$ cat src/rtl/grdc_pkg.sv
// Shared constants, types and helper functions of the grid ray caster.
package grdc_pkg;

   localparam int MapSide   = 64;
   localparam int MapAw     = $clog2(MapSide);
   localparam int CellAw    = 2 * MapAw;
   localparam int CellCount = MapSide * MapSide;

   localparam int DistW = 24;
   localparam int QuotW = 23;

   localparam logic [7:0] CodeWall  = 8'h23;
   localparam logic [7:0] CodeFloor = 8'h2E;
   localparam logic [7:0] CodeSpace = 8'h20;
   localparam logic [7:0] CodeWater = 8'h7E;
   localparam logic [7:0] CodeComma = 8'h2C;

   localparam logic [DistW-1:0] DistSat = {DistW{1'b1}};
   localparam logic [15:0]      PerpMin = 16'd26;

   localparam logic [1:0] CsrMapColumns = 2'd0;
   localparam logic [1:0] CsrMapRows    = 2'd1;
   localparam logic [1:0] CsrDepthLimit = 2'd2;

   localparam logic OpWrite = 1'b0;
   localparam logic OpCast  = 1'b1;

   typedef struct packed {
      logic             done;
      logic [QuotW-1:0] quot;
   } div_stat_type;

   // Pass-through cells and the open-floor codes never block.
   function automatic logic cell_blocks(input logic [8:0] cell_word);
      logic [7:0] code;
      code = cell_word[7:0];
      return !(cell_word[8] || code == CodeFloor || code == CodeSpace ||
               code == CodeWater || code == CodeComma);
   endfunction

   function automatic logic [15:0] dir_mag(input logic signed [15:0] d);
      return d[15] ? (~d + 16'd1) : d;
   endfunction

endpackage

$ cat src/rtl/grdc_mul.sv
// Shared signed multiplier with a registered product.
module grdc_mul (
   input  logic               clock,
   input  logic signed [24:0] mul_a,
   input  logic signed [17:0] mul_b,
   output logic signed [42:0] mul_p
);
   import grdc_pkg::*;

   logic signed [42:0] prod_ff;

   always_ff @(posedge clock) begin
      prod_ff <= mul_a * mul_b;
   end

   assign mul_p = prod_ff;

endmodule

$ cat config.mk
export PLATFORM = sky130hd
export DESIGN_NAME = grdc_mul
export DESIGN_NICKNAME = d
export VERILOG_FILES = /design/src/rtl/grdc_pkg.sv /design/src/rtl/grdc_mul.sv
export SDC_FILE = /design/constraint.sdc
export NUM_CORES = 1
export LEC_CHECK = 0
export BUFFER_PORTS_ARGS = -buffer_cell sky130_fd_sc_hd__buf_2
export CORE_MARGIN = 2
export CORE_UTILIZATION = 69
export DETAILED_ROUTE_END_ITERATION = 10
export PLACE_DENSITY = 0.94
export SYNTH_ARGS = -nofsm -noshare
export SYNTH_HDL_FRONTEND = slang
export SYNTH_SLANG_ARGS = --single-unit
$ cat constraint.sdc
create_clock -name clock -period 12.6 [get_ports clock]
set_input_delay 2.52 -clock clock [delete_from_list [all_inputs] [get_ports clock]]
set_output_delay 2.52 -clock clock [all_outputs]
set_load 0.02 [all_outputs]
# Yosys cells after proc, flatten, opt, wreduce, memory -nomap -nowiden
# Index checks and enable logic that the tools add are counted.
[op_classes]
n_addsub = 0
n_mul = 1
n_div = 0
n_lt_le_gt_ge = 0
n_eq_ne = 0
n_shift = 0
muxes = 0
bitwise = 0
reduce_logical = 0
[op_table]
columns = ["cell", "count"]
rows = [
  ["$mul A25 B18 Y43", 1],
]
[totals]
regBits = 43
latch_bits = 0
ramBits = 0
romBits = 0
in_bits = 44
word_cells = 2
n_memories = 0

# Depth between registers and ports, before layout
[depth]
word_depth = 1
ltp_mapped = 23
ltp_nobuf = 22

# Least setup slack after synthesis
# No wires, ideal clock.
[synth_timing]
path_type = "input port to flip-flop"
startpoint = "input port mul_a[9]"
endpoint = "register prod_ff[42] (netlist: mul_p[42])"
setup_time_ns = 0.136
arrival_time_ns = 8.148
t_required_ns = 12.464
slack_ns = 4.315
cell_stages = 21
path_buffers = 2
path_cell_list = "clkbuf_1 > clkbuf_1 > nand2_1 > fa_1 > inv_1 > fa_1 > fa_1 > fa_1 > fa_1 > inv_1 > fa_1 > inv_1 > ha_1 > and2_1 > a221oi_2 > a2111oi_0 > a31o_1 > o31ai_4 > o311ai_1 > a2111oi_1 > a311oi_1"
[synth_via]
elab_chain_len = 1
[synth_lines]
columns = ["element", "line_no", "source"]
rows = [
  ["start: declaration", "grdc_mul.sv:4", "input logic signed [24:0] mul_a,"],
  ["$mul A25 B18 Y43", "grdc_mul.sv:13", "prod_ff <= mul_a * mul_b;"],
  ["end signal: assignment", "grdc_mul.sv:13", ""],
  ["end: declaration", "grdc_mul.sv:10", "logic signed [42:0] prod_ff;"],
]
# Every way passes these cells.

# Final worst setup path
[layout_timing]
startpoint = "input port mul_b[4]"
endpoint = "register prod_ff[42] (netlist: mul_p[42])"
[layout_via]
elab_chain_len = 1
[layout_lines]
columns = ["element", "line_no", "source"]
rows = [
  ["start: declaration", "grdc_mul.sv:5", "input logic signed [17:0] mul_b,"],
  ["$mul A25 B18 Y43", "grdc_mul.sv:13", ""],
]
# Every way passes these cells.

==> impl_metrics.ini <==
[status]
status = finished clean

[setup_path]
cp-start-kind = input port
arrival_ns = 9.24
path_class = in2reg
end_kind = register
crit_fanout = 25
required_ns = 12.83

[cts]
clock_path_buffers = 2
clkSinkCount = 43
cts_buffers = 5
cts_hold_buf = 0
cts_resized = 0
cts_setup_buffers = 0
clk_pin_slew_ns = 0.07
h-tree-depth = 2
clock-root-buffer = clkbuf_16
cts_tree = done

[yosys]
ys.flop_type = dfxtp_1
synth_top_area_cell = fa_1
ys_types = 49
synth-edff-count = 0
ys_seq_elements = 43
synthDominantCellAreaShare_pct = 52.3
synth_fp_nets = 2455
synth_area_sq_mm = 0.0169
synthAdderAreaFrac_pct = 60.3
ys_async_sr_fraction_pct = 0
synth_area_leaders = fa_1 52%, inv_1 11%, ha_1 7.9%
synth_compound_area_share_pct = 4.99
netlist_instances = 1863
yosys.area_share.simple_pct = 14.8
synth_top_family_by_area = adder cells
synth_warnings = 0
synthMuxAreaShare_pct = 0
synth-seq-area-share_pct = 5.10
synthXorXnorAreaFrac_pct = 1.82
synth_area_per_cell_sq_um = 9.05

[routing]
drc_errors = 0
dr.pass1.iters = 6
ant_nets = 0
wl_um = 42000
post_drt_wl_per_cell_um = 19.0
via_count = 12900
vias_per_cell = 5.81
drt_iter0_markers = 1227

[sta]
tns_ns = 0
drv_slew = 0
fin_crit_ns = 9.01
timing.fmax_mhz = 111
relSlewSlack_pct = 42.4
min_period_over_period_pct = 71.5
rsz0062_at_grt = no
final-setup-viol-count = 0
tightest_slew_ns = 0.855
hold_violations = 0

[min_path]
hold_depth = 2
hp-class = in2reg

[cells_and_area]
drive_above_1_share_pct = 5.41
final_common_cell = inv_1
final_cell_mix = 515 x inv_1, 441 x fa_1, 277 x nand2_1
n_antenna_cell = 0
fillCellCount = 1578
final_nets = 2477
area_growth_pct = 4.27
largest_reg_flops = 43

[die]
rows = 57
io-pin-count = 87
die_h_um = 160
die_w_um = 160
coreArea_sq_mm = 0.0242
start_util_pct = 69.8
die-area_sq_mm = 0.0257

[placed_design]
post-dp-hpwl_um = 34700
portBuffers = 86
place_congestion = 0.892

[global_routing]
grt_pass1_vias = 14400
grt_usage_pct = 35.1
grt_overflow_total = 0
grt_pass1_wl_um = 70300
grt_max_degree = 26
antenna_found_initial = 1

[flow_run]
maxCapViolCount = 0
per-stage QoR:
| stage | worst slack, ns | cells | instance area (sq um) | hold slack [ns] | utilization, % |
|---|---|---|---|---|---|
| finish | 3.59 | 2210 | 17600 | 2.73 | 72.7 |
| global route | 3.35 | 2210 | 17600 | 2.74 | 72.7 |
| CTS | 3.67 | 2210 | 17600 | 2.71 | 72.7 |
| detailed placement | 3.36 | 2202 | 17400 | 2.93 | 72.1 |
| global placement | 3.49 | 2202 | 17400 | 2.94 | 72.1 |
| floorplan | 4.32 | 1863 | 16900 | 2.64 | - |
area by class of cell:
type / count / area, sq um / share of cell area, %
Clock buffer: 5 / 125 / 0.711
Clock inverter: 3 / 25.0 / 0.142
Inverter: 515 / 1930 / 11.0
Multi-Input combinational cell: 1234 / 13800 / 78.5
Sequential cell: 43 / 861 / 4.89
Tap cell: 324 / 405 / 2.31
Timing Repair Buffer: 86 / 430 / 2.45
cell usage after synthesis, drive strengths merged (6+ instances only):
library cell,instances
xnor2,31
and2,167
o21a,6
ha,107
dfxtp,43
nor2b,6
a21oi,31
clkbuf,70
a211oi,9
nand2,277
a21o,11
nor2,46
nand2b,11
nor3,7
o21ai,25
fa,441
inv,515
metal layers:
metal / global-route usage (%) / up-vias / routed length [um]
li1: - / 5380 / -
met1: 42.5 / 6363 / 13800
met2: 59.1 / 860 / 21200
met3: 6.20 / 247 / 4070
met4: 21.9 / 0 / 2990
met5: 0 / - / 0
worst max-delay path, cell delays in order:
cell	delay [ns]
buf_2	0.41
nand2_1	0.19
inv_1	0.14
fa_1	0.56
inv_1	0.19
fa_1	0.46
fa_1	0.52
inv_1	0.06
fa_1	0.50
fa_1	0.50
inv_1	0.05
fa_1	0.47
inv_1	0.05
ha_1	0.38
and3_1	0.24
nand4_1	0.25
a2111oi_0	0.50
a31o_1	0.33
o31ai_4	0.16
o311ai_1	0.35
a2111oi_1	0.14
a311oi_1	0.25
path summary, 6_finish.rpt:
kind | start | endpoint | slack (ns)
max | mul_b[4] | mul_p[42] | 3.59
min | mul_a[0] | mul_p[0] | 2.73
cell families after synthesis:
kind of cell / Yosys count
AOI/OAI and AO/OA: 122
buffers and inverters: 586
and+or+nand+nor: 529
DFF: 43
xor gates and xnor gates: 35
adders and majority gates: 548
Power is not shown: default switching activity piles up to over one toggle a cycle in this logic, so the estimate is an artifact.
