### src/rtl/grdc_pkg.sv
// Shared constants, types and helper functions of the grid ray caster.
package grdc_pkg;

   localparam int MapSide   = 64;
   localparam int MapAw     = $clog2(MapSide);
   localparam int CellAw    = 2 * MapAw;
   localparam int CellCount = MapSide * MapSide;

   localparam int DistW = 24;
   localparam int QuotW = 23;

   localparam logic [7:0] CodeWall  = 8'h23;
   localparam logic [7:0] CodeFloor = 8'h2E;
   localparam logic [7:0] CodeSpace = 8'h20;
   localparam logic [7:0] CodeWater = 8'h7E;
   localparam logic [7:0] CodeComma = 8'h2C;

   localparam logic [DistW-1:0] DistSat = {DistW{1'b1}};
   localparam logic [15:0]      PerpMin = 16'd26;

   localparam logic [1:0] CsrMapColumns = 2'd0;
   localparam logic [1:0] CsrMapRows    = 2'd1;
   localparam logic [1:0] CsrDepthLimit = 2'd2;

   localparam logic OpWrite = 1'b0;
   localparam logic OpCast  = 1'b1;

   typedef struct packed {
      logic             done;
      logic [QuotW-1:0] quot;
   } div_stat_type;

   // Pass-through cells and the open-floor codes never block.
   function automatic logic cell_blocks(input logic [8:0] cell_word);
      logic [7:0] code;
      code = cell_word[7:0];
      return !(cell_word[8] || code == CodeFloor || code == CodeSpace ||
               code == CodeWater || code == CodeComma);
   endfunction

   function automatic logic [15:0] dir_mag(input logic signed [15:0] d);
      return d[15] ? (~d + 16'd1) : d;
   endfunction

endpackage

### src/rtl/grdc_div.sv
// Restoring divider producing 2^22 / divisor, one quotient bit per cycle.
module grdc_div (
   input  logic                       clock,
   input  logic                       reset,
   input  logic                       start,
   input  logic [15:0]                divisor,
   output grdc_pkg::div_stat_type     stat
);
   import grdc_pkg::*;

   logic [15:0]      rem_ff, rem_in;
   logic [QuotW-1:0] num_ff;
   logic [QuotW-1:0] quot_ff, quot_in;
   logic [15:0]      div_ff;
   logic [4:0]       cnt_ff;
   logic             busy_ff;
   logic             done_ff;
   logic [16:0]      trial;
   logic             fits;

   assign trial = {rem_ff, num_ff[QuotW-1]};
   assign fits  = trial >= {1'b0, div_ff};

   always_comb begin
      rem_in  = fits ? 16'(trial - {1'b0, div_ff}) : trial[15:0];
      quot_in = {quot_ff[QuotW-2:0], fits};
   end

   always_ff @(posedge clock) begin
      if (reset) begin
         busy_ff <= 1'b0;
         done_ff <= 1'b0;
         cnt_ff  <= 5'd0;
      end else if (start) begin
         busy_ff <= 1'b1;
         done_ff <= 1'b0;
         cnt_ff  <= 5'(QuotW - 1);
      end else if (busy_ff) begin
         cnt_ff  <= cnt_ff - 5'd1;
         busy_ff <= cnt_ff != 5'd0;
         done_ff <= cnt_ff == 5'd0;
      end else begin
         done_ff <= 1'b0;
      end
   end

   always_ff @(posedge clock) begin
      if (start) begin
         rem_ff  <= 16'd0;
         num_ff  <= {1'b1, {(QuotW-1){1'b0}}};
         quot_ff <= '0;
         div_ff  <= divisor;
      end else if (busy_ff) begin
         rem_ff  <= rem_in;
         num_ff  <= {num_ff[QuotW-2:0], 1'b0};
         quot_ff <= quot_in;
      end
   end

   assign stat.done = done_ff;
   assign stat.quot = quot_ff;

endmodule

### config.mk
export PLATFORM = sky130hd
export DESIGN_NAME = grdc_div
export DESIGN_NICKNAME = d
export VERILOG_FILES = /design/src/rtl/grdc_pkg.sv /design/src/rtl/grdc_div.sv
export SDC_FILE = /design/constraint.sdc
export NUM_CORES = 1
export LEC_CHECK = 0
export BUFFER_PORTS_ARGS = -buffer_cell sky130_fd_sc_hd__buf_2
export CORE_MARGIN = 2
export CORE_UTILIZATION = 30
export CTS_BUF_LIST = sky130_fd_sc_hd__clkbuf_2
export CTS_CLUSTER_DIAMETER = 30
export DETAILED_ROUTE_END_ITERATION = 10
export PLACE_DENSITY = 0.45
export SYNTH_ARGS = -nofsm -noshare
export SYNTH_HDL_FRONTEND = slang
export SYNTH_SLANG_ARGS = --single-unit
### constraint.sdc
create_clock -name clock -period 2.75 [get_ports clock]
set_clock_uncertainty 0.2 [all_clocks]
set_input_delay 0.6875 -clock clock [delete_from_list [all_inputs] [get_ports clock]]
set_output_delay 0.6875 -clock clock [all_outputs]
set_load 0.02 [all_outputs]
Yosys cells after proc, flatten, opt, wreduce, memory -nomap -nowiden
Cells that the tools add are included.

word-level totals
  word-level logic and storage cells = 22
  register bits = 63
  bits of input ports = 19
  output and inout port bits = 24

operators by class
  bitwise operators = 1
  add/sub/neg operators = 2
  multiplexer cells = 5
  order comparisons = 1
  reductions and logical operators = 5

operators with widths
  operator                                                            count
  17-bit by 16-bit greater-or-equal comparator with 1-bit output      1
  16-bit 2-to-1 mux                                                   1
  16-bit subtractor                                                   1
  5-bit 2-to-1 mux                                                    2
  5-bit zero test                                                     1
  5-bit nonzero test                                                  1
  5-bit by 1-bit subtractor with 5-bit output, second input constant  1
  3-bit OR reduction                                                  1
  1-bit 2-to-1 mux                                                    2
  2-bit nonzero test                                                  1
  2-bit OR reduction                                                  1
  1-bit NOT                                                           1

Depth between registers and ports, before layout
Gate-level depths: netlist (run 1).

  word-level depth = 3
  mapped depth = 11
  depth with buffers taken out = 10

Worst setup path before layout (run 1)
No wires, ideal clock.

  path type = flip-flop to flip-flop
  start point = register div_ff[10]
  end point = register rem_ff[15]
  setup time = 69 ps
  period minus slack after synthesis = 2339 ps
  data required time = 2481 ps
  arrival time = 2070 ps
  setup slack = 411 ps
  stages on the path, launching flop included = 12
  path buffers = 2
  path through = edfxtp_1 inv_1 ha_1 a21oi_1 o21a_1 o21ai_2 o21bai_1 a41o_1 buf_6 buf_12 o31a_2 o21ai_1

on the way
  word-level cells in the longest chain between the ends = 2
  elaborated cells on any way between the ends = 3
  those cells by class = 1 x add/sub; 1 x order compare; 1 x mux

ends and longest elaborated chain
  element                                                                                              RTL line                        RTL
  start: declaration                                                                                   grdc_div.sv:14                  logic [15:0] div_ff;
  start signal: assignment                                                                             grdc_div.sv:52                  div_ff <= divisor;
  16-bit subtractor or 17-bit by 16-bit greater-or-equal comparator with 1-bit output (tied branches)  grdc_div.sv:25, grdc_div.sv:22
  16-bit 2-to-1 mux *                                                                                  grdc_div.sv:25                  rem_in = fits ? 16'(trial - {1'b0, div_ff}) : trial[15:0];
  end signal: assignment                                                                               grdc_div.sv:54                  rem_ff <= rem_in;
  end: declaration                                                                                     grdc_div.sv:11                  logic [15:0] rem_ff, rem_in;

Every way passes the cells marked *; elsewhere a longest branch is shown, timed or not.
A chain may end at the register's enable or synchronous reset.

Final worst setup path (run 1)
  start point = register div_ff[0]
  end point = register rem_ff[12]

Same word-level chain as after synthesis.

==> impl_metrics.csv, run 1 <==
group,metric,value,unit
run_status,status,"complete, no violations",
setup_path,r2r_start,"div_ff[0]$_DFFE_PP_",
worst_hold_path,hp-start,"divisor[2]",
clocking,ctsResizeCount,0,
sta,finalSetupTns,0,ns
setup_path,rrSetupSlack,0.19,ns
yosys,ys.flop_type,"dfxtp_1",
die,num_rows,37,
flow_run,drv_cap,0,
sta,report.final.slew_viol_count,0,
clocking,cts.sink_count,63,
clocking,clk_latency,0.51,ns
sta,setup-violations-final,0,
global_routing,grt.overflow.total,0,
sta,rsz0062_at_grt,"no",
sta,hold_violations,0,
global_routing,track_usage,12.9,%
die,start_util,30.9,%
yosys,synth_area,3190,sq um
global_routing,gr-usage-met1,16.0,%
setup_path,crit_type,"reg -> reg",
clocking,cts_buffer_depth,2,
die,core,10300,sq um
yosys,yosysSeqAreaShare,44.5,%
drt,via_per_inst,4.72,
die,io-pin-count,43,
clocking,cts-buffers-inserted,9,
drt,drt_wl_total,6.73,mm
cells_and_area,final-seq-area,1420,sq um
place,portBuffers,42,
cells_and_area,final_core_utilization,35.2,%
global_routing,first_global_vias,2517,
drt,vias,2408,
global_routing,use_met2,19.9,%
setup_path,path_common_cell,"o21ai_0",
yosys,synth-edff-count,16,
setup_path,cp_slowest_cell,"edfxtp_1",
place,dp_hpwl,4.62,mm
setup_path,setup.worst_path.start,"div_ff[0]$_DFFE_PP_",
clocking,clockRootBuffer,"clkbuf_2",
sta,period_share,93.0,%
cells_and_area,multi_input_area,1610,sq um
global_routing,grt_use_met3,5.53,%
sta,fmax,391,MHz
clocking,hold_buffers,0,
cells_and_area,area_growth,14.0,%
sta,slew_headroom,51.6,%
die,die_h,107,um
worst_hold_path,hold_depth,1,
setup_path,r2r_cells,9,
cells_and_area,nFillCells,1094,
setup_path,reg2reg_to,"rem_ff[12]$_SDFFE_PP0P_",
yosys,yosysWarnings,0,
place,place_congestion,0.810,
yosys,ys_types,49,
clocking,htreeDepth,3,
drt,postRouteAntennaNets,0,
drt,detail_route.first_pass.iterations,4,
cells_and_area,fin_nets,407,
global_routing,antenna_found_initial,0,
clocking,cts_tree,"yes",
pwr,p_leak,1.59,nW
sta,tightest_slew,0.727,ns
cells_and_area,antenna_cells,0,
drt,drcViolationCount,0,
worst_hold_path,min_to,"div_ff[2]$_DFFE_PP_",
setup_path,max_stage_delay,0.41,ns
clocking,cts_setup_buffers,0,
die,dieArea,11500,sq um
yosys,ys_ff_latch,63,
setup_path,cp.required,2.98,ns
yosys,synth_cells,325,
pwr,max-vdd-ir-drop,0.244,mV
setup_path,worstPathMaxFanout,3,
drt,drt-wirelength-per-cell,13.2,um
yosys,syn_area_per_cell,9.82,sq um
sta,fin_crit,2.56,ns
yosys,synthArstFlopShare,0,%
cells_and_area,drive_above_1_share,20.6,%
yosys,synth_nets,363,
die,die_x,107,um
setup_path,end_kind,"flop",
drt,drt_first_iter_violations,60,
setup_path,arrival,2.79,ns
global_routing,grt_pass1_wl,11.6,mm
worst_hold_path,hold_path_class,"in -> reg",
pwr,powerDensity,549,nW/um^2
setup_path,path_cells,"ha_1 > fa_1 > nor2b_1 > o31a_1 > o21ai_0 > o21ai_0 > xor2_1 > mux2i_1 > a211oi_1",
global_routing,top_usage_layer,"met2",
setup_path,worst_setup_path_start_kind,"flop",
clocking,path_clk_slew,0.19,ns
global_routing,grt_max_degree,40,
[placed cells by master (no fill, tap or decap), drive strengths merged, types with 3 or more instances in the layout]
master	Yosys	routed
nor2	50	50
buf	6	48
dfxtp	47	47
mux2i	34	34
inv	21	21
ha	18	18
edfxtp	16	16
a21oi	15	15
nand2	12	12
o21ai	12	12
a211oi	11	11
xnor2	10	10
clkbuf	9	10
xor2	7	7
nand3	5	5
o21a	4	4
nand2b	4	4
a21o	4	4
o31a	4	4
clkinv	0	4
nor3	3	3
a31oi	3	3
o22ai	3	3
o21bai	3	3
nor2b	3	3
[metal layers]
layer	routed length, um	up-vias
met1	3210	1124
met3	428	13
met4	119	0
met5	0	-
li1	-	1224
met2	2970	47
[synthesized netlist by cell type (all sizes together) (2+ instances only)]
library cell,n,area (sq um)
nand3,5,25.0
a21oi,15,78.8
clkbuf,9,33.8
o22ai,3,18.8
buf,6,50.1
xor2,7,61.3
o21ai,12,63.8
a31oi,3,18.8
o21bai,3,22.5
nor3,3,15.0
nand2,12,47.6
dfxtp,47,941
nor4b,2,17.5
xnor2,10,87.6
nand2b,4,25.0
a21o,4,31.3
o21a,4,30.0
o211ai,2,15.0
nor2b,3,18.8
a211oi,11,82.6
a21boi,2,15.0
inv,21,78.8
ha,18,225
nor2,50,188
mux2i,34,340
mux2,2,22.5
o31a,4,37.5
or3b,2,17.5
edfxtp,16,480
[worst max-delay path: cells and delay by family (launching register included)]
family,cells,cell delay (ns)
compound gates,4,0.83
fa+ha+maj,2,0.62
flops,1,0.41
xor+xnor,1,0.17
simple gates,1,0.16
mux,1,0.09
[state kept, by name, summed over array words and instances, names as in the netlist]
signal   flops
quot_ff     23
cnt_ff       5
done_ff      1
busy_ff      1
div_ff      16
num_ff       1
rem_ff      16
[logic make-up after synthesis]
family | count (synthesis) | share of synthesized area [%]
flops | 63 | 44.5
compound gates | 67 | 14.2
xor+xnor | 17 | 4.67
fa+ha+maj | 19 | 7.69
simple gates | 87 | 12.5
buf+inv | 36 | 5.10
mux | 36 | 11.4
[worst max path at each step]
stage                              endpoint  slack (ns)  cells past startpoint
floorplan           rem_ff[15]$_SDFFE_PP0P_        0.41                     11
global placement     rem_ff[1]$_SDFFE_PP0P_        0.23                     10
detailed placement   rem_ff[0]$_SDFFE_PP0P_        0.21                     10
CTS                 rem_ff[12]$_SDFFE_PP0P_        0.18                     10
global route        rem_ff[12]$_SDFFE_PP0P_       0.003                     10
finish              rem_ff[12]$_SDFFE_PP0P_        0.19                      9
[final cells by class]
cell class / count / area share (%)
clock buffers: 10 / 1.38
clock inverters: 6 / 1.03
inverters: 21 / 2.17
multi-input cells: 226 / 44.3
flip-flops and latches: 63 / 39.1
well taps: 136 / 4.68
repair buffers: 48 / 7.36
[report_power, final]
part / switching (mW) / leakage [nW] / internal [mW] / total, mW
Clock: 0.354 / 0.0553 / 0.117 / 0.471
Combinational: 0.259 / 0.994 / 0.223 / 0.481
Sequential: 0.0417 / 0.540 / 1.00 / 1.05
[stage by stage]
stage          worst slack [ns]  power (mW)  hold slack, ns  area (sq um)  std cells
2_1_floorplan             0.411        1.45           0.266          3190        325
3_3_place_gp              0.230        1.55           0.273          3550        494
6_report                  0.192        2.00           0.136          3640        510
3_5_place_dp              0.214        1.55           0.291          3550        494
5_1_grt                 0.00257        2.14          0.0656          3640        510
4_1_cts                   0.181        2.05          0.0622          3630        510
Note: power is estimated with default switching activity, not from simulation.
==> run 2, diff against run 1 <==
Settings changed: CTS_CLUSTER_DIAMETER 30 to unset.
Clock period 2.75 ns to 2.48 ns, I/O delays scaled along.
==> run 2 against run 1 <==
Flip-flop and latch count unchanged. Clock power is 21% higher. Register-to-register slack worse by 0.08 ns. Critical path type unchanged. Highest routed layer unchanged.
==> impl_metrics.csv, run 2 (synthesized netlist as in run 1, its figures left out) <==
group,metric,value,unit
clocking,clockRootBuffer,"clkbuf_2",
sta,rsz0062_at_grt,"yes",
setup_path,r2r_start,"div_ff[10]$_DFFE_PP_",
setup_path,r2r_cells,10,
place,dp_hpwl,4.69,mm
die,core,10300,sq um
cells_and_area,final_common_cell,"nor2_1",
sta,report.final.slew_viol_count,0,
cells_and_area,antenna_cells,0,
drt,detail_route.first_pass.iterations,4,
sta,hold_violations,0,
sta,postLayoutSetupSlackWorst,0.117,ns
global_routing,grt_max_degree,34,
drt,postRouteAntennaNets,0,
place,portBuffers,42,
drt,drt-wirelength-per-cell,12.9,um
cells_and_area,area_growth,21.8,%
cells_and_area,largest_register_ffs,23,
place,placedCellCount,505,
die,io-pin-count,43,
clocking,cts-buffers-inserted,9,
setup_path,crit_type,"reg -> reg",
clocking,htreeDepth,3,
global_routing,grt_pass1_wl,11.0,mm
cells_and_area,nFillCells,1061,
clocking,cts_tree,"yes",
setup_path,rrSetupSlack,0.12,ns
sta,fmax,423,MHz
sta,setup-violations-final,0,
cells_and_area,largest_register,"quot_ff",
setup_path,crit_end,"rem_ff[0]$_SDFFE_PP0P_",
setup_path,reg2reg_to,"rem_ff[0]$_SDFFE_PP0P_",
run_status,status,"complete, no violations",
drt,vias,2420,
pwr,powerDensity,610,nW/um^2
setup_path,cp_num_cells,10,
cells_and_area,multi_input_area,1740,sq um
die,num_rows,37,
setup_path,worst_setup_path_start_kind,"flop",
cells_and_area,final_cell_mix,"nor2_1 (48), dfxtp_1 (46), buf_2 (43)",
die,dieArea,11500,sq um
cells_and_area,reg_top3,"quot_ff: 23 flops, div_ff: 16 flops, rem_ff: 16 flops",
clocking,path_clk_slew,0.21,ns
worst_hold_path,hold_path_class,"in -> reg",
global_routing,track_usage,12.2,%
place,dpl_worst_slack,-0.0108,ns
flow_run,drv_cap,0,
global_routing,grt.overflow.total,0,
cells_and_area,drive_above_1_share,28.8,%
place,placed_area,3620,sq um
global_routing,antenna_found_initial,0,
sta,fin_crit,2.36,ns
place,place_congestion,0.788,
setup_path,cp_slowest_cell,"edfxtp_1",
setup_path,cp_num_buf_inv,2,
setup_path,end_kind,"flop",
cells_and_area,final-seq-area,1420,sq um
setup_path,crit_family,"compound AO/OA/AOI/OAI gates",
setup_path,cp.required,2.70,ns
pwr,p_leak,1.67,nW
setup_path,max_stage_delay,0.37,ns
setup_path,path_cells,"inv_1 > ha_4 > nand2_2 > o21a_1 > o21ai_2 > o21bai_1 > a41o_1 > buf_6 > mux2_2 > o22ai_2",
cells_and_area,stdcell_count,525,
drt,drcViolationCount,0,
setup_path,arrival,2.59,ns
pwr,total_power,2.37,mW
setup_path,setup.worst_path.start,"div_ff[10]$_DFFE_PP_",
drt,via_per_inst,4.61,
pwr,max-vdd-ir-drop,0.267,mV
clocking,clk_latency,0.50,ns
die,start_util,30.9,%
cells_and_area,fin_area,3880,sq um
cells_and_area,fin_nets,422,
sta,period_share,95.3,%
drt,drt_wl_total,6.78,mm
die,die_h,107,um
setup_path,worstPathMaxFanout,5,
drt,drt_first_iter_violations,68,
sta,tightest_slew,0.383,ns
die,die_x,107,um
global_routing,first_global_vias,2358,
clocking,cts.sink_count,63,
clocking,cts_buffer_depth,2,
sta,slew_headroom,74.5,%
==> run 2: cell types whose count changed in the layout (fill, tap and decap cells not counted), moves of 3 or more <==
cell / change
buf_4: +12
ha_1: -8
ha_2: +3
ha_4: +5
inv_6: +3
o21ai_0: -4
o21ai_1: +4
==> run 2: worst min-delay path by stage <==
stage / start / to / slack (ns) / depth (start not counted)
2_1_floorplan: num_ff[22]$_SDFFE_PP1P_ / num_ff[22]$_SDFFE_PP1P_ / 0.27 / 2
3_3_place_gp: quot_ff[22]$_SDFFE_PP0P_ / quot_ff[22]$_SDFFE_PP0P_ / 0.27 / 2
3_5_place_dp: quot_ff[22]$_SDFFE_PP0P_ / quot_ff[22]$_SDFFE_PP0P_ / 0.29 / 2
4_1_cts: divisor[14] / div_ff[14]$_DFFE_PP_ / 0.001 / 1
5_1_grt: divisor[15] / div_ff[15]$_DFFE_PP_ / 0.02 / 1
6_report: divisor[15] / div_ff[15]$_DFFE_PP_ / 0.09 / 1
==> run 2: what timing repair did <==
item	CTS	global route
cloned	0	1
hold buffers	0	1
endpoints found under the setup margin	1	16
pin swaps	1	6
resized for setup	2	28
buffers inserted	0	2
hold endpoints to repair	0	1
==> run 2: stage by stage <==
step | TNS [ns] | hold slack [ns] | util [%]
2_1_floorplan | 0 | 0.266 | -
3_3_place_gp | -0.0306 | 0.274 | 35.0
3_5_place_dp | -0.0108 | 0.286 | 35.0
4_1_cts | 0 | 0.00105 | 36.0
5_1_grt | -0.0847 | 0.0182 | 37.6
6_report | 0 | 0.0868 | 37.6
==> run 2: routing by layer <==
metal / wire, um / GRT usage, % / vias up
met2: 3180 / 19.6 / 41
li1: - / - / 1263
met4: 104 / 5.01 / 0
met3: 336 / 4.50 / 8
met1: 3160 / 14.6 / 1108
met5: 0 / 0 / -
==> run 2: power breakdown <==
group          internal, mW  switching, mW  total (mW)
combinational         0.319          0.324       0.643
sequential             1.11         0.0440        1.16
clock                 0.145          0.424       0.568
total                  1.58          0.792        2.37
==> run 2: area by class of cell <==
cell class / instances / area share (%)
Multi-Input combinational cell: 226 / 44.8
Sequential cell: 63 / 36.6
Tap cell: 136 / 4.38
Clock inverter: 7 / 1.38
Clock buffer: 9 / 1.16
Inverter: 21 / 2.03
Timing Repair Buffer: 63 / 9.66
==> run 3, diff against run 2 <==
Settings changed: CTS_BUF_LIST sky130_fd_sc_hd__clkbuf_2 to unset, CTS_CLUSTER_DIAMETER set to 100.
==> run 3 against run 2 <==
Combinational power shrank 2%. Die area did not move. Flip-flop and latch count stayed put. Total power increased by 11%. Maximum frequency grew 0.78%. First-iteration DRC count increased by 8.8%. Worst setup slack improved by 0.018 ns. Sequential power is essentially flat. Clock power grew 50%. Critical path depth stayed put. Wire length up 0.28%.
==> impl_metrics.csv, run 3 (synthesized netlist as in run 1, its figures left out) <==
group,metric,value,unit
run_status,status,"complete, no violations",
clocking,cts_buffer_depth,2,
clocking,cts_tree,"yes",
sta,setup-violations-final,0,
global_routing,track_usage,12.1,%
sta,hold_violations,0,
cells_and_area,area_growth,23.6,%
pwr,power_frac_seq,43.8,%
drt,drt-wirelength-per-cell,13.0,um
clocking,path_clk_slew,0.08,ns
sta,fmax,426,MHz
pwr,total_power,2.64,mW
place,place_congestion,0.788,
clocking,cts-buffers-inserted,9,
place,placedCellCount,505,
setup_path,arrival,2.41,ns
global_routing,antenna_found_initial,0,
setup_path,crit_family,"compound AO/OA/AOI/OAI gates",
sta,tightest_slew,0.377,ns
cells_and_area,stdcell_count,524,
clocking,htreeDepth,3,
place,portBuffers,42,
place,dp_hpwl,4.69,mm
cells_and_area,final_common_cell,"nor2_1",
setup_path,worst_setup_path_start_kind,"flop",
clocking,cts.sink_count,63,
pwr,swShare,30.8,%
clocking,clk_latency,0.34,ns
die,start_util,30.9,%
die,die_x,107,um
pwr,powerDensity,670,nW/um^2
drt,via_per_inst,4.58,
global_routing,grt_pass1_wl,11.0,mm
setup_path,max_stage_delay,0.33,ns
cells_and_area,largest_register_ffs,23,
sta,report.final.slew_viol_count,0,
sta,slew_headroom,74.8,%
cells_and_area,antenna_cells,0,
worst_hold_path,hold_path_class,"in -> reg",
cells_and_area,reg_top3,"quot_ff: 23 flops, div_ff: 16 flops, rem_ff: 16 flops",
drt,drcViolationCount,0,
cells_and_area,final_cell_mix,"nor2_1 (48), dfxtp_1 (46), buf_2 (43)",
sta,fin_crit,2.34,ns
cells_and_area,largest_register,"quot_ff",
clocking,clockRootBuffer,"clkbuf_8",
sta,period_share,94.6,%
setup_path,path_cells,"inv_1 > ha_4 > nand2_2 > o21a_1 > o21ai_2 > o21bai_1 > a41o_1 > buf_6 > mux2_2 > o22ai_1",
global_routing,grt_max_degree,34,
global_routing,grt.overflow.total,0,
drt,detail_route.first_pass.iterations,4,
pwr,p_switching,0.813,mW
pwr,clkPwrFrac,32.3,%
die,io-pin-count,43,
drt,drt_first_iter_violations,74,
clocking,hold_buffers,0,
flow_run,drv_cap,0,
setup_path,cp_slowest_cell,"edfxtp_1",
sta,hold_slack,0.254,ns
sta,rsz0062_at_grt,"yes",
setup_path,crit_type,"reg -> reg",
setup_path,cp.required,2.55,ns
die,dieArea,11500,sq um
drt,drt_wl_total,6.80,mm
setup_path,end_kind,"flop",
die,die_h,107,um
pwr,max-vdd-ir-drop,0.354,mV
cells_and_area,drive_above_1_share,28.1,%
drt,postRouteAntennaNets,0,
pwr,power_frac_comb,23.9,%
die,num_rows,37,
setup_path,worstPathMaxFanout,5,
pwr,intPower,1.83,mW
global_routing,first_global_vias,2367,
pwr,p_leak,1.69,nW
drt,vias,2401,
die,core,10300,sq um
cells_and_area,fin_nets,421,
setup_path,cp_num_buf_inv,2,
## run 3: cell count changes in the layout (fill, tap and decap cells not counted), sizes merged
cell | before | now
clkbuf | 9 | 10
clkinv | 3 | 2
dlygate4sd3 | 1 | 0
## run 3: worst paths after layout
check | startpoint | end | slack [ns] | depth (start not counted)
worst max-delay path | div_ff[10]$_DFFE_PP_ | rem_ff[0]$_SDFFE_PP0P_ | 0.14 | 10
worst min-delay path | divisor[14] | div_ff[14]$_DFFE_PP_ | 0.25 | 1
worst max register to register | div_ff[10]$_DFFE_PP_ | rem_ff[0]$_SDFFE_PP0P_ | 0.14 | 10
worst min register to register | quot_ff[22]$_SDFFE_PP0P_ | quot_ff[22]$_SDFFE_PP0P_ | 0.30 | 2
## run 3: stage by stage
step	area, sq um	TNS, ns	util, %	worst slack, ns
final	3940	0	38.2	0.135
after floorplan	3190	0	-	0.141
after CTS	3800	0	36.8	0.0367
after detailed placement	3620	-0.0108	35.0	-0.0108
after global placement	3620	-0.0306	35.0	-0.0306
after global routing	3940	-0.0435	38.2	-0.0190
## run 3: cell type report
type                            count  area (sq um)
Inverter                           21          78.8
Clock buffer                       10           138
Multi-Input combinational cell    226          1720
Tap cell                          136           170
Fill cell                        1053          6380
Timing Repair Buffer               62           365
Clock inverter                      6          50.0
Sequential cell                    63          1420
## run 3: what timing repair did
action | in CTS | in global routing
endpoints found under the hold margin | 0 | 0
pin swaps | 1 | 5
gates cloned | 0 | 1
resized for setup | 2 | 23
setup endpoints to repair | 1 | 16
buffers inserted | 0 | 2
## run 3: per-layer routing
layer	up-vias	part of all wire (%)	GRT usage (%)
li1	1258	-	-
met1	1096	47	14.6
met2	40	46	19.6
met3	7	5.4	4.50
met4	0	1.5	4.73
met5	-	0	0
## run 3: power by group through the flow
| stage | Clock (mW) | Combinational [mW] | Sequential [mW] |
|---|---|---|---|
| 2_1_floorplan | 0 | 0.444 | 1.16 |
| 3_3_place_gp | 0 | 0.575 | 1.18 |
| 3_5_place_dp | 0 | 0.573 | 1.18 |
| 4_1_cts | 0.899 | 0.577 | 1.15 |
| 5_1_grt | 0.927 | 0.699 | 1.16 |
| 6_report | 0.854 | 0.631 | 1.16 |
## run 3: worst register-to-register path, delay by kind of cell, from the launching register on
kind,cells,cell delay (ns)
compound gates,5,0.84
buf+inv,2,0.21
mux,1,0.33
fa+ha+maj,1,0.28
simple gates,1,0.09
flops,1,0.33
